File: src/rtl/clt_pkg.sv
`default_nettype none

package clt_pkg;

	// fixed widths of the result fields
	localparam int RX_CHAR_W      = 8;
	localparam int FIELD_INDEX_W  = 3;
	localparam int FIELD_START_W  = 7;
	localparam int FIELD_LENGTH_W = 7;
	localparam int FIELD_VALUE_W  = 32;
	localparam int FIELD_COUNT_W  = 3;

	typedef logic [RX_CHAR_W-1:0] char_t;

	// character codes
	localparam char_t CH_BS      = 8'd8;
	localparam char_t CH_CR      = 8'd13;
	localparam char_t CH_SPACE   = 8'd32;
	localparam char_t CH_DIGIT_0 = 8'd48;
	localparam char_t CH_DIGIT_9 = 8'd57;
	localparam char_t CH_UPPER_A = 8'd65;
	localparam char_t CH_UPPER_Z = 8'd90;
	localparam char_t CH_LOWER_A = 8'd97;
	localparam char_t CH_LOWER_Z = 8'd122;
	localparam char_t CH_DEL     = 8'd127;

	function automatic logic is_digit(input char_t c);
		return (c >= CH_DIGIT_0) && (c <= CH_DIGIT_9);
	endfunction

	function automatic logic is_letter(input char_t c);
		return ((c >= CH_UPPER_A) && (c <= CH_UPPER_Z)) ||
			((c >= CH_LOWER_A) && (c <= CH_LOWER_Z));
	endfunction

endpackage

`default_nettype wire

File: src/rtl/clt_ram.sv
`default_nettype none

module clt_ram #(
	parameter int WIDTH = 8,
	parameter int DEPTH = 80
) (
	input  wire logic                                   clk,
	input  wire logic                                   we,
	input  wire logic [((DEPTH > 1) ? $clog2(DEPTH) : 1)-1:0] waddr,
	input  wire logic [WIDTH-1:0]                       wdata,
	input  wire logic                                   re,
	input  wire logic [((DEPTH > 1) ? $clog2(DEPTH) : 1)-1:0] raddr,
	output      logic [WIDTH-1:0]                       rdata
);

	logic [WIDTH-1:0] mem_q [DEPTH];

	always_ff @(posedge clk) begin
		if (we) begin
			mem_q[waddr] <= wdata;
		end
		if (re) begin
			rdata <= mem_q[raddr];
		end
	end

endmodule

`default_nettype wire

File: src/rtl/command_line_tokenizer_unit.sv
`default_nettype none

// command line tokenizer
//
// input: one character code on rx_char, taken at a clock edge where start is
// high and busy is low. while the line is being edited every character is
// taken as offered: backspace/delete drop the last character, other control
// codes are ignored, codes from space up (also a delete on an empty line) go
// into the line memory. a carriage return, or the line reaching LINE_CHARS
// characters, finishes the line. busy then rises and the line memory is swept
// one character per cycle, with registered read data, to find the fields.
// output: one item per field, or one empty item with no_fields set, each shown
// for exactly one cycle with strobe high; last marks the final item of a line.
// the receiver cannot hold items off, so there is no back-pressure path.
// after the sweep the items come out one per cycle. a return on an empty line
// skips the sweep and goes straight to the empty item.
// reset clears the character count and the sequencer; the line memory is not
// cleared, only positions written in the current line are ever read.

module command_line_tokenizer_unit #(
	parameter int LINE_CHARS      = 80,
	parameter int MAX_FIELD_COUNT = 6
) (
	input  wire logic        clk,
	input  wire logic        arst_n,
	input  wire logic        start,
	output      logic        busy,
	input  wire logic [7:0]  rx_char,
	output      logic        strobe,
	output      logic [2:0]  field_index,
	output      logic        field_kind,
	output      logic [6:0]  field_start,
	output      logic [6:0]  field_length,
	output      logic [31:0] field_value,
	output      logic [2:0]  field_count,
	output      logic        no_fields,
	output      logic        last
);

	localparam int POS_W = (LINE_CHARS > 1) ? $clog2(LINE_CHARS) : 1;
	localparam int CNT_W = $clog2(LINE_CHARS + 1);
	localparam int FI_W  = (MAX_FIELD_COUNT > 1) ? $clog2(MAX_FIELD_COUNT) : 1;
	localparam int NF_W  = $clog2(MAX_FIELD_COUNT + 1);
	localparam int VW    = clt_pkg::FIELD_VALUE_W;
	localparam int OIW   = clt_pkg::FIELD_INDEX_W;
	localparam int OSW   = clt_pkg::FIELD_START_W;
	localparam int OLW   = clt_pkg::FIELD_LENGTH_W;
	localparam int OCW   = clt_pkg::FIELD_COUNT_W;

	localparam logic [CNT_W-1:0] LINE_FULL = CNT_W'(LINE_CHARS);
	localparam logic [NF_W-1:0]  NF_MAX    = NF_W'(MAX_FIELD_COUNT);

	// sequencer codes
	localparam logic [1:0] ST_IDLE = 2'd0;
	localparam logic [1:0] ST_SCAN = 2'd1;
	localparam logic [1:0] ST_EMIT = 2'd2;

	logic [1:0]       state_q;
	logic [CNT_W-1:0] count_q;     // characters in the line being edited
	logic [CNT_W-1:0] len_q;       // length of the finished line
	logic [CNT_W-1:0] rd_ptr_q;    // next position to read in the sweep
	logic             valid_s1;    // read data valid
	logic             last_s1;     // read data is the final character
	logic [POS_W-1:0] pos_s1;      // position of the read data
	logic [NF_W-1:0]  nf_q;        // fields started so far
	logic             inside_q;    // previous character belonged to a field
	logic [FI_W-1:0]  cur_idx_q;   // field being extended
	logic             cur_kind_q;
	logic [CNT_W-1:0] cur_len_q;
	logic [VW-1:0]    cur_val_q;
	logic [FI_W-1:0]  e_q;         // field being sent out

	// per-field results collected by the sweep
	logic [POS_W-1:0] fstart_q [MAX_FIELD_COUNT];
	logic             fkind_q  [MAX_FIELD_COUNT];
	logic [CNT_W-1:0] flen_q   [MAX_FIELD_COUNT];
	logic [VW-1:0]    fval_q   [MAX_FIELD_COUNT];

	// result register
	logic             strobe_q;
	logic [OIW-1:0]   o_index_q;
	logic             o_kind_q;
	logic [OSW-1:0]   o_start_q;
	logic [OLW-1:0]   o_len_q;
	logic [VW-1:0]    o_val_q;
	logic [OCW-1:0]   o_count_q;
	logic             o_none_q;
	logic             o_last_q;

	// ---------------------------------------------------------------
	// line editing
	// ---------------------------------------------------------------
	logic             accept;
	logic             is_erase;
	logic             is_cr;
	logic             is_store;
	logic [CNT_W-1:0] count_inc;
	logic             finish;

	assign busy      = (state_q != ST_IDLE);
	assign accept    = start && !busy;
	assign is_erase  = ((rx_char == clt_pkg::CH_BS) || (rx_char == clt_pkg::CH_DEL)) &&
		(count_q != '0);
	assign is_cr     = (rx_char == clt_pkg::CH_CR);
	assign is_store  = !is_erase && (rx_char >= clt_pkg::CH_SPACE);
	assign count_inc = count_q + CNT_W'(1);
	assign finish    = accept && (is_cr || (is_store && (count_inc == LINE_FULL)));

	// ---------------------------------------------------------------
	// line memory
	// ---------------------------------------------------------------
	logic             rd_en;
	logic [7:0]       rd_data;

	assign rd_en = (state_q == ST_SCAN) && (rd_ptr_q != len_q);

	clt_ram #(
		.WIDTH(8),
		.DEPTH(LINE_CHARS)
	) u_line_ram (
		.clk  (clk),
		.we   (accept && is_store),
		.waddr(count_q[POS_W-1:0]),
		.wdata(rx_char),
		.re   (rd_en),
		.raddr(rd_ptr_q[POS_W-1:0]),
		.rdata(rd_data)
	);

	// ---------------------------------------------------------------
	// field scan on read data
	// ---------------------------------------------------------------
	logic             d_digit;
	logic             d_alnum;
	logic             tail;
	logic             fld_open;    // a new field starts here
	logic             fld_ext;     // current field grows by this character
	logic [VW-1:0]    d_val;
	logic [VW-1:0]    ext_val;
	logic [VW-1:0]    new_val;
	logic [CNT_W-1:0] new_len;
	logic [FI_W-1:0]  fld_widx;

	assign d_digit = clt_pkg::is_digit(rd_data);
	assign d_alnum = d_digit || clt_pkg::is_letter(rd_data);
	// once every field is started the last one swallows the rest of the line
	assign tail    = (nf_q == NF_MAX);
	assign fld_open = valid_s1 && !tail && d_alnum && !inside_q;
	assign fld_ext  = valid_s1 && (tail || (d_alnum && inside_q));
	assign d_val   = VW'(rd_data) - VW'(clt_pkg::CH_DIGIT_0);
	// times ten as two shifts
	assign ext_val = (cur_val_q << 3) + (cur_val_q << 1) + d_val;

	always_comb begin
		if (fld_open) begin
			fld_widx = FI_W'(nf_q);
			new_len  = CNT_W'(1);
			new_val  = d_digit ? d_val : '0;
		end else begin
			fld_widx = cur_idx_q;
			new_len  = cur_len_q + CNT_W'(1);
			new_val  = cur_kind_q ? ext_val : cur_val_q;
		end
	end

	always_ff @(posedge clk) begin
		if (fld_open || fld_ext) begin
			flen_q[fld_widx] <= new_len;
			fval_q[fld_widx] <= new_val;
		end
		if (fld_open) begin
			fstart_q[fld_widx] <= pos_s1;
			fkind_q[fld_widx]  <= d_digit;
		end
		if (fld_open) begin
			cur_idx_q  <= fld_widx;
			cur_kind_q <= d_digit;
		end
		if (fld_open || fld_ext) begin
			cur_len_q <= new_len;
			cur_val_q <= new_val;
		end
		pos_s1  <= rd_ptr_q[POS_W-1:0];
		last_s1 <= (rd_ptr_q + CNT_W'(1)) == len_q;
	end

	// ---------------------------------------------------------------
	// sequencer and control registers
	// ---------------------------------------------------------------
	logic e_last;

	assign e_last = (NF_W'(e_q) + NF_W'(1)) == nf_q;

	always_ff @(posedge clk or negedge arst_n) begin
		if (!arst_n) begin
			state_q  <= ST_IDLE;
			count_q  <= '0;
			len_q    <= '0;
			rd_ptr_q <= '0;
			valid_s1 <= 1'b0;
			nf_q     <= '0;
			inside_q <= 1'b0;
			e_q      <= '0;
			strobe_q <= 1'b0;
		end else begin
			valid_s1 <= rd_en;
			strobe_q <= (state_q == ST_EMIT);
			unique case (state_q)
				ST_IDLE: begin
					if (finish) begin
						count_q  <= '0;
						len_q    <= is_cr ? count_q : count_inc;
						rd_ptr_q <= '0;
						nf_q     <= '0;
						inside_q <= 1'b0;
						e_q      <= '0;
						// an empty line goes straight to the empty item
						state_q  <= (is_cr && (count_q == '0)) ? ST_EMIT : ST_SCAN;
					end else if (accept && is_erase) begin
						count_q <= count_q - CNT_W'(1);
					end else if (accept && is_store) begin
						count_q <= count_inc;
					end
				end
				ST_SCAN: begin
					if (rd_en) begin
						rd_ptr_q <= rd_ptr_q + CNT_W'(1);
					end
					if (fld_open) begin
						nf_q     <= nf_q + NF_W'(1);
						inside_q <= 1'b1;
					end else if (valid_s1 && !tail && !d_alnum) begin
						inside_q <= 1'b0;
					end
					if (valid_s1 && last_s1) begin
						state_q <= ST_EMIT;
					end
				end
				ST_EMIT: begin
					e_q <= e_q + FI_W'(1);
					if ((nf_q == '0) || e_last) begin
						state_q <= ST_IDLE;
					end
				end
				default: begin
					state_q <= ST_IDLE;
				end
			endcase
		end
	end

	// result payload, no reset needed
	always_ff @(posedge clk) begin
		if (state_q == ST_EMIT) begin
			if (nf_q == '0) begin
				o_index_q <= '0;
				o_kind_q  <= 1'b0;
				o_start_q <= '0;
				o_len_q   <= '0;
				o_val_q   <= '0;
				o_count_q <= '0;
				o_none_q  <= 1'b1;
				o_last_q  <= 1'b1;
			end else begin
				o_index_q <= OIW'(e_q);
				o_kind_q  <= fkind_q[e_q];
				o_start_q <= OSW'(fstart_q[e_q]);
				o_len_q   <= OLW'(flen_q[e_q]);
				o_val_q   <= fval_q[e_q];
				o_count_q <= OCW'(nf_q);
				o_none_q  <= 1'b0;
				o_last_q  <= e_last;
			end
		end
	end

	assign strobe       = strobe_q;
	assign field_index  = o_index_q;
	assign field_kind   = o_kind_q;
	assign field_start  = o_start_q;
	assign field_length = o_len_q;
	assign field_value  = o_val_q;
	assign field_count  = o_count_q;
	assign no_fields    = o_none_q;
	assign last         = o_last_q;

	// ---------------------------------------------------------------
	// assertions
	// ---------------------------------------------------------------
	a_strobe_after_busy: assert property (@(posedge clk) disable iff (!arst_n)
		strobe |-> $past(busy))
		else $error("item sent without a finished line");

	a_last_ends_line: assert property (@(posedge clk) disable iff (!arst_n)
		(strobe && last) |=> !strobe)
		else $error("item sent after the last item of a line");

	a_empty_is_last: assert property (@(posedge clk) disable iff (!arst_n)
		(strobe && no_fields) |-> last)
		else $error("empty item not marked last");

	a_count_below_full: assert property (@(posedge clk) disable iff (!arst_n)
		!busy |-> (count_q < LINE_FULL))
		else $error("line count reached full length while editing");

endmodule

`default_nettype wire

File: config.mk
export PLATFORM = sky130hd
export DESIGN_NAME = command_line_tokenizer_unit
export DESIGN_NICKNAME = d
export VERILOG_FILES = /design/src/rtl/clt_pkg.sv /design/src/rtl/clt_ram.sv /design/src/rtl/command_line_tokenizer_unit.sv
export SDC_FILE = /design/constraint.sdc
export NUM_CORES = 1
export LEC_CHECK = 0
export CAP_MARGIN = 10
export CELL_PAD_IN_SITES_DETAIL_PLACEMENT = 2
export CELL_PAD_IN_SITES_GLOBAL_PLACEMENT = 2
export CORE_ASPECT_RATIO = 0.6
export CORE_UTILIZATION = 53
export CTS_CLUSTER_SIZE = 24
export DETAILED_ROUTE_END_ITERATION = 6
export DONT_BUFFER_PORTS = 1
export PLACE_DENSITY = 0.94
export SLEW_MARGIN = 20
export SYNTH_ARGS = -nofsm -noshare
export SYNTH_HDL_FRONTEND = slang
export SYNTH_SLANG_ARGS = --single-unit
export TNS_END_PERCENT = 20
File: constraint.sdc
create_clock -name clk -period 23.5 [get_ports clk]
set_input_delay 2.35 -clock clk [delete_from_list [all_inputs] [get_ports clk]]
set_output_delay 2.35 -clock clk [all_outputs]
set_load 0.02 [all_outputs]
==> impl_metrics.env, run 1 <==
export IMPL_cts_made_buffers=96
export IMPL_synth_nets=2470
export IMPL_yosys_warnings=0
export IMPL_post_cts_repair_setup_buffers=0
export IMPL_dieWidth_um=374
export IMPL_grt_antenna_before_repair=15
export IMPL_seq_area_frac_synth_pct=72.3
export IMPL_synthArstFlopShare_pct=3.00
export IMPL_placement_io_buffers=0
export IMPL_cts_resized=0
export IMPL_die_y_um=225
export IMPL_synthAdderAreaFrac_pct=2.60
export IMPL_htree_levels=3
export IMPL_cts_buffer_depth=3
export IMPL_first_error="[ERROR DPL-0033] detailed placement checks failed during check placement."
export IMPL_synth_top_family_by_area="multiplexers"
export IMPL_dp_hpwl_um=97000
export IMPL_synth_compound_area_share_pct=4.47
export IMPL_cts_root_buf="clkbuf_16"
export IMPL_holdBufCountCts=0
export IMPL_netlist_instances=2385
export IMPL_syn_area_per_cell_um2=18.4
export IMPL_synth_edf_count=1028
export IMPL_ys_flop_type="edfxtp_1"
export IMPL_synth_xor_area_share_pct=1.17
export IMPL_grt_max_degree=105
export IMPL_fp_row_count=81
export IMPL_muxShareOfSynthArea_pct=13.6
export IMPL_synth_cell_types=73
export IMPL_status="stopped before the end"
export IMPL_routabilityCongestion=0.896
export IMPL_initial_core_util_pct=53.8
export IMPL_ys_ff_latch=1068
export IMPL_clock_sinks=1068
export IMPL_synth_area_um2=44000
export IMPL_yosys_area_share_simple_pct=4.39
export IMPL_ios=68
export IMPL_flow_stopped_at="5_1_grt"
-- cell families after synthesis --
logic type | count (synthesis)
AO/OA/AOI/OAI | 290
XOR/XNOR | 59
adder cells (fa/ha/maj) | 74
buffers and inverters | 145
flip-flops | 1068
multiplexers | 314
AND/OR/NAND/NOR | 435
-- through the flow --
step	cells	utilization (%)	area [um2]	setup slack (ns)
after global placement	3368	55.2	45100	18.27
after floorplan	2385	-	44000	15.99
after CTS	3548	58.9	48200	17.16
after detailed placement	3368	55.2	45100	17.56
-- cells in the mapped netlist (18+ instances only) --
cell type | count | area, um2
clkbuf_1 | 70 | 263
inv_1 | 23 | 86.3
edfxtp_1 | 1028 | 30900
nand3_1 | 33 | 165
mux4_2 | 227 | 5110
nand2_1 | 100 | 375
a21oi_1 | 48 | 240
o21ai_0 | 62 | 310
nor2_1 | 202 | 758
ha_1 | 45 | 563
a21o_1 | 18 | 135
a211oi_1 | 67 | 503
mux2i_1 | 82 | 821
buf_2 | 24 | 120
nor2b_1 | 27 | 169
fa_1 | 29 | 581
xnor2_1 | 37 | 324
xor2_1 | 22 | 193
dfrtp_1 | 32 | 801
==> run 2: changes to the inputs <==
--- a/config.mk
+++ b/config.mk
@@ -6,14 +6,10 @@
 export NUM_CORES = 1
 export LEC_CHECK = 0
 export CAP_MARGIN = 10
-export CELL_PAD_IN_SITES_DETAIL_PLACEMENT = 2
-export CELL_PAD_IN_SITES_GLOBAL_PLACEMENT = 2
-export CORE_ASPECT_RATIO = 0.6
-export CORE_UTILIZATION = 53
-export CTS_CLUSTER_SIZE = 24
+export CORE_UTILIZATION = 40
 export DETAILED_ROUTE_END_ITERATION = 6
 export DONT_BUFFER_PORTS = 1
-export PLACE_DENSITY = 0.94
+export PLACE_DENSITY_LB_ADDON = 0.15
 export SLEW_MARGIN = 20
 export SYNTH_ARGS = -nofsm -noshare
 export SYNTH_HDL_FRONTEND = slang
==> run 2 against run 1 <==
The flow now finishes without violations. Synthesized cell count stayed put. Area after synthesis unchanged.
==> impl_metrics.env, run 2 <==
export IMPL_fmax_mhz=193
export IMPL_final_common_cell="edfxtp_1"
export IMPL_cp_slowest_cell="o311ai_1"
export IMPL_ys_flop_type="edfxtp_1"
export IMPL_post_route_util_pct=45.0
export IMPL_htree_levels=3
export IMPL_yosys_area_share_simple_pct=4.39
export IMPL_whs_ns=0.522
export IMPL_placement_io_buffers=0
export IMPL_hold_path_startpoint="pos_s1[3]"
export IMPL_routabilityCongestion=0.835
export IMPL_cap_violations=0
export IMPL_dp_hpwl_um=59600
export IMPL_synth_compound_area_share_pct=4.47
export IMPL_fin_skew_ns=0.0279
export IMPL_holdBufCountCts=0
export IMPL_crit_end="fval_q[1][31]"
export IMPL_synthArstFlopShare_pct=3.00
export IMPL_ys_top_cells_by_area="edfxtp_1, mux4_2, mux2i_1"
export IMPL_final_nets=2493
export IMPL_reg_top3="u_line_ram.mem_q: 640 flops, fval_q: 192 flops"
export IMPL_critPathKind="reg2reg"
export IMPL_hold_viol_final=0
export IMPL_worstMarginPinSlew_ns=1.13
export IMPL_cts_tree="built"
export IMPL_layout_cells_non_filler=3916
export IMPL_seq_area_frac_synth_pct=72.3
export IMPL_synth_nets=2470
export IMPL_grt_pass1_vias=22298
export IMPL_grt_first_pass_wirelength_um=152000
export IMPL_critPathMaxStageDelay_ns=0.84
export IMPL_synth_area_um2=44000
export IMPL_wl_met3_um=4620
export IMPL_cts_root_buf="clkbuf_16"
export IMPL_die_area_um2=111000
export IMPL_grt_max_degree=84
export IMPL_r2r_cells=13
export IMPL_crit_path_end_kind="register"
export IMPL_grt_use_total_pct=18.3
export IMPL_drive_gt1_share_pct=17.9
export IMPL_synth_top_family_by_area="multiplexers"
export IMPL_status="completed"
export IMPL_n_antenna_cell=0
export IMPL_layout_common_cells="edfxtp_1, mux4_2, nor2_1"
export IMPL_cts_buffer_depth=3
export IMPL_antenna_left=0
export IMPL_tns_ns=0
export IMPL_min_path_cells=0
export IMPL_yosysMostFrequentCell="edfxtp_1"
export IMPL_via_count=21921
export IMPL_initial_core_util_pct=40.4
export IMPL_synth_xor_area_share_pct=1.17
export IMPL_via_per_inst=5.60
export IMPL_synthDominantCellAreaShare_pct=70.2
export IMPL_synth_cell_types=73
export IMPL_wl_met1_um=44300
export IMPL_vdd_drop_max_uv=57.4
export IMPL_largest_reg_flops=640
export IMPL_post_cts_repair_setup_buffers=0
export IMPL_synth_edf_count=1028
export IMPL_ios=68
export IMPL_yosysTopAreaCell="edfxtp_1"
export IMPL_top_layer="met4"
export IMPL_dr_pass1_iters=5
export IMPL_synthAdderAreaFrac_pct=2.60
export IMPL_dieWidth_um=334
export IMPL_die_y_um=334
export IMPL_wl_met2_um=49400
export IMPL_rsz0062_at_grt="false"
export IMPL_ys_ff_latch=1068
export IMPL_timing_final_crit_share_pct=22.1
export IMPL_route_detailed_drc=0
export IMPL_clock_sinks=1068
export IMPL_overflow=0
export IMPL_regMostFlops="u_line_ram.mem_q"
export IMPL_cp_arrival_ns=5.53
export IMPL_power_leakage_nw=15.7
export IMPL_muxShareOfSynthArea_pct=13.6
export IMPL_core_area_um2=109000
export IMPL_wl_um=101000
export IMPL_worstPathRequired_ns=23.84
export IMPL_cp_cell_sequence="ha_1 -> nor3_2 -> buf_4 -> fa_1 -> ha_1 -> o21a_1 -> o21ai_0 -> nor2b_1 -> a2111oi_4 -> o21ai_1 -> o21ai_1 -> and4_1 -> o311ai_1"
export IMPL_path_clk_slew_ns=0.06
export IMPL_r2r_start="u_line_ram.rdata[4]"
export IMPL_drv_slew=0
export IMPL_wl_per_cell_um=25.7
export IMPL_area_delta_synth_final_pct=11.4
export IMPL_critPathMaxFanout=26
export IMPL_dp_cells=3709
export IMPL_min_path_type="reg2reg"
export IMPL_cts_resized=0
export IMPL_syn_area_per_cell_um2=18.4
export IMPL_synthTopCellsByCount="edfxtp_1, mux4_2, nor2_1"
export IMPL_r2r_slack_ns=18.31
export IMPL_fin_crit_ns=5.19
export IMPL_cp_start_kind="register"
export IMPL_max_slew_margin_pct=24.6
export IMPL_fp_row_count=121
export IMPL_setup_viol=0
export IMPL_insertion_delay_ns=0.69
export IMPL_r2r_end="fval_q[1][31]"
export IMPL_powerDensity_nw_per_um2=101
export IMPL_crit_start="u_line_ram.rdata[4]"
export IMPL_netlist_instances=2385
export IMPL_grt_antenna_before_repair=0
export IMPL_cts_made_buffers=110
export IMPL_yosys_warnings=0
export IMPL_dr_first_iter_drc_count=1666
export IMPL_total_power_mw=4.94
run 2: metrics by stage:
| step | area (um2) | setup WS, ns |
|---|---|---|
| 2_1_floorplan | 44000 | 15.99 |
| 3_3_place_gp | 45600 | 18.11 |
| 3_5_place_dp | 45600 | 18.03 |
| 4_1_cts | 49000 | 18.33 |
| 5_1_grt | 49000 | 17.91 |
| 6_report | 49000 | 18.31 |
run 2: cell families after synthesis:
logic type	Yosys count
buffers and inverters	145
multiplexers	314
XOR/XNOR	59
flip-flops	1068
AO/OA/AOI/OAI	290
AND/OR/NAND/NOR	435
adder cells (fa/ha/maj)	74
run 2: how the worst min path moves through the flow:
stage,slack [ns],to
after floorplan,0.34,pos_s1[2]
after global placement,0.49,fstart_q[2][5]
after detailed placement,0.52,fstart_q[2][3]
after CTS,0.52,fstart_q[2][3]
after global routing,0.54,fstart_q[3][1]
final,0.52,fstart_q[2][3]
run 2: cell type report:
type | count | area (um2)
Fill cell | 9336 | 60000
Sequential cell | 1068 | 31900
Multi-Input combinational cell | 1172 | 11600
Clock buffer | 130 | 2860
Tap cell | 1414 | 1770
Clock inverter | 76 | 553
Timing Repair Buffer | 31 | 253
Inverter | 25 | 93.8
run 2: where the power goes:
group | switching, mW | internal (mW)
logic | 0.542 | 0.487
registers | 0.102 | 2.16
clock network | 0.722 | 0.933
run 2: worst max-delay path, delay by kind of cell (launching register included):
kind | cells | cell delay, ns
adders and majority gates | 3 | 1.16
AOI/OAI and AO/OA | 6 | 2.08
DFF | 1 | 0.51
buffers and inverters | 1 | 0.41
and+or+nand+nor | 3 | 0.69
run 2: metal layers:
layer  GRT usage (%)  up-vias
met1            25.6    11512
met5               0        -
li1                -     9649
met3            2.64      141
met2            30.1      619
met4            4.88        0
No activity file was read; power rests on OpenSTA's default activity.
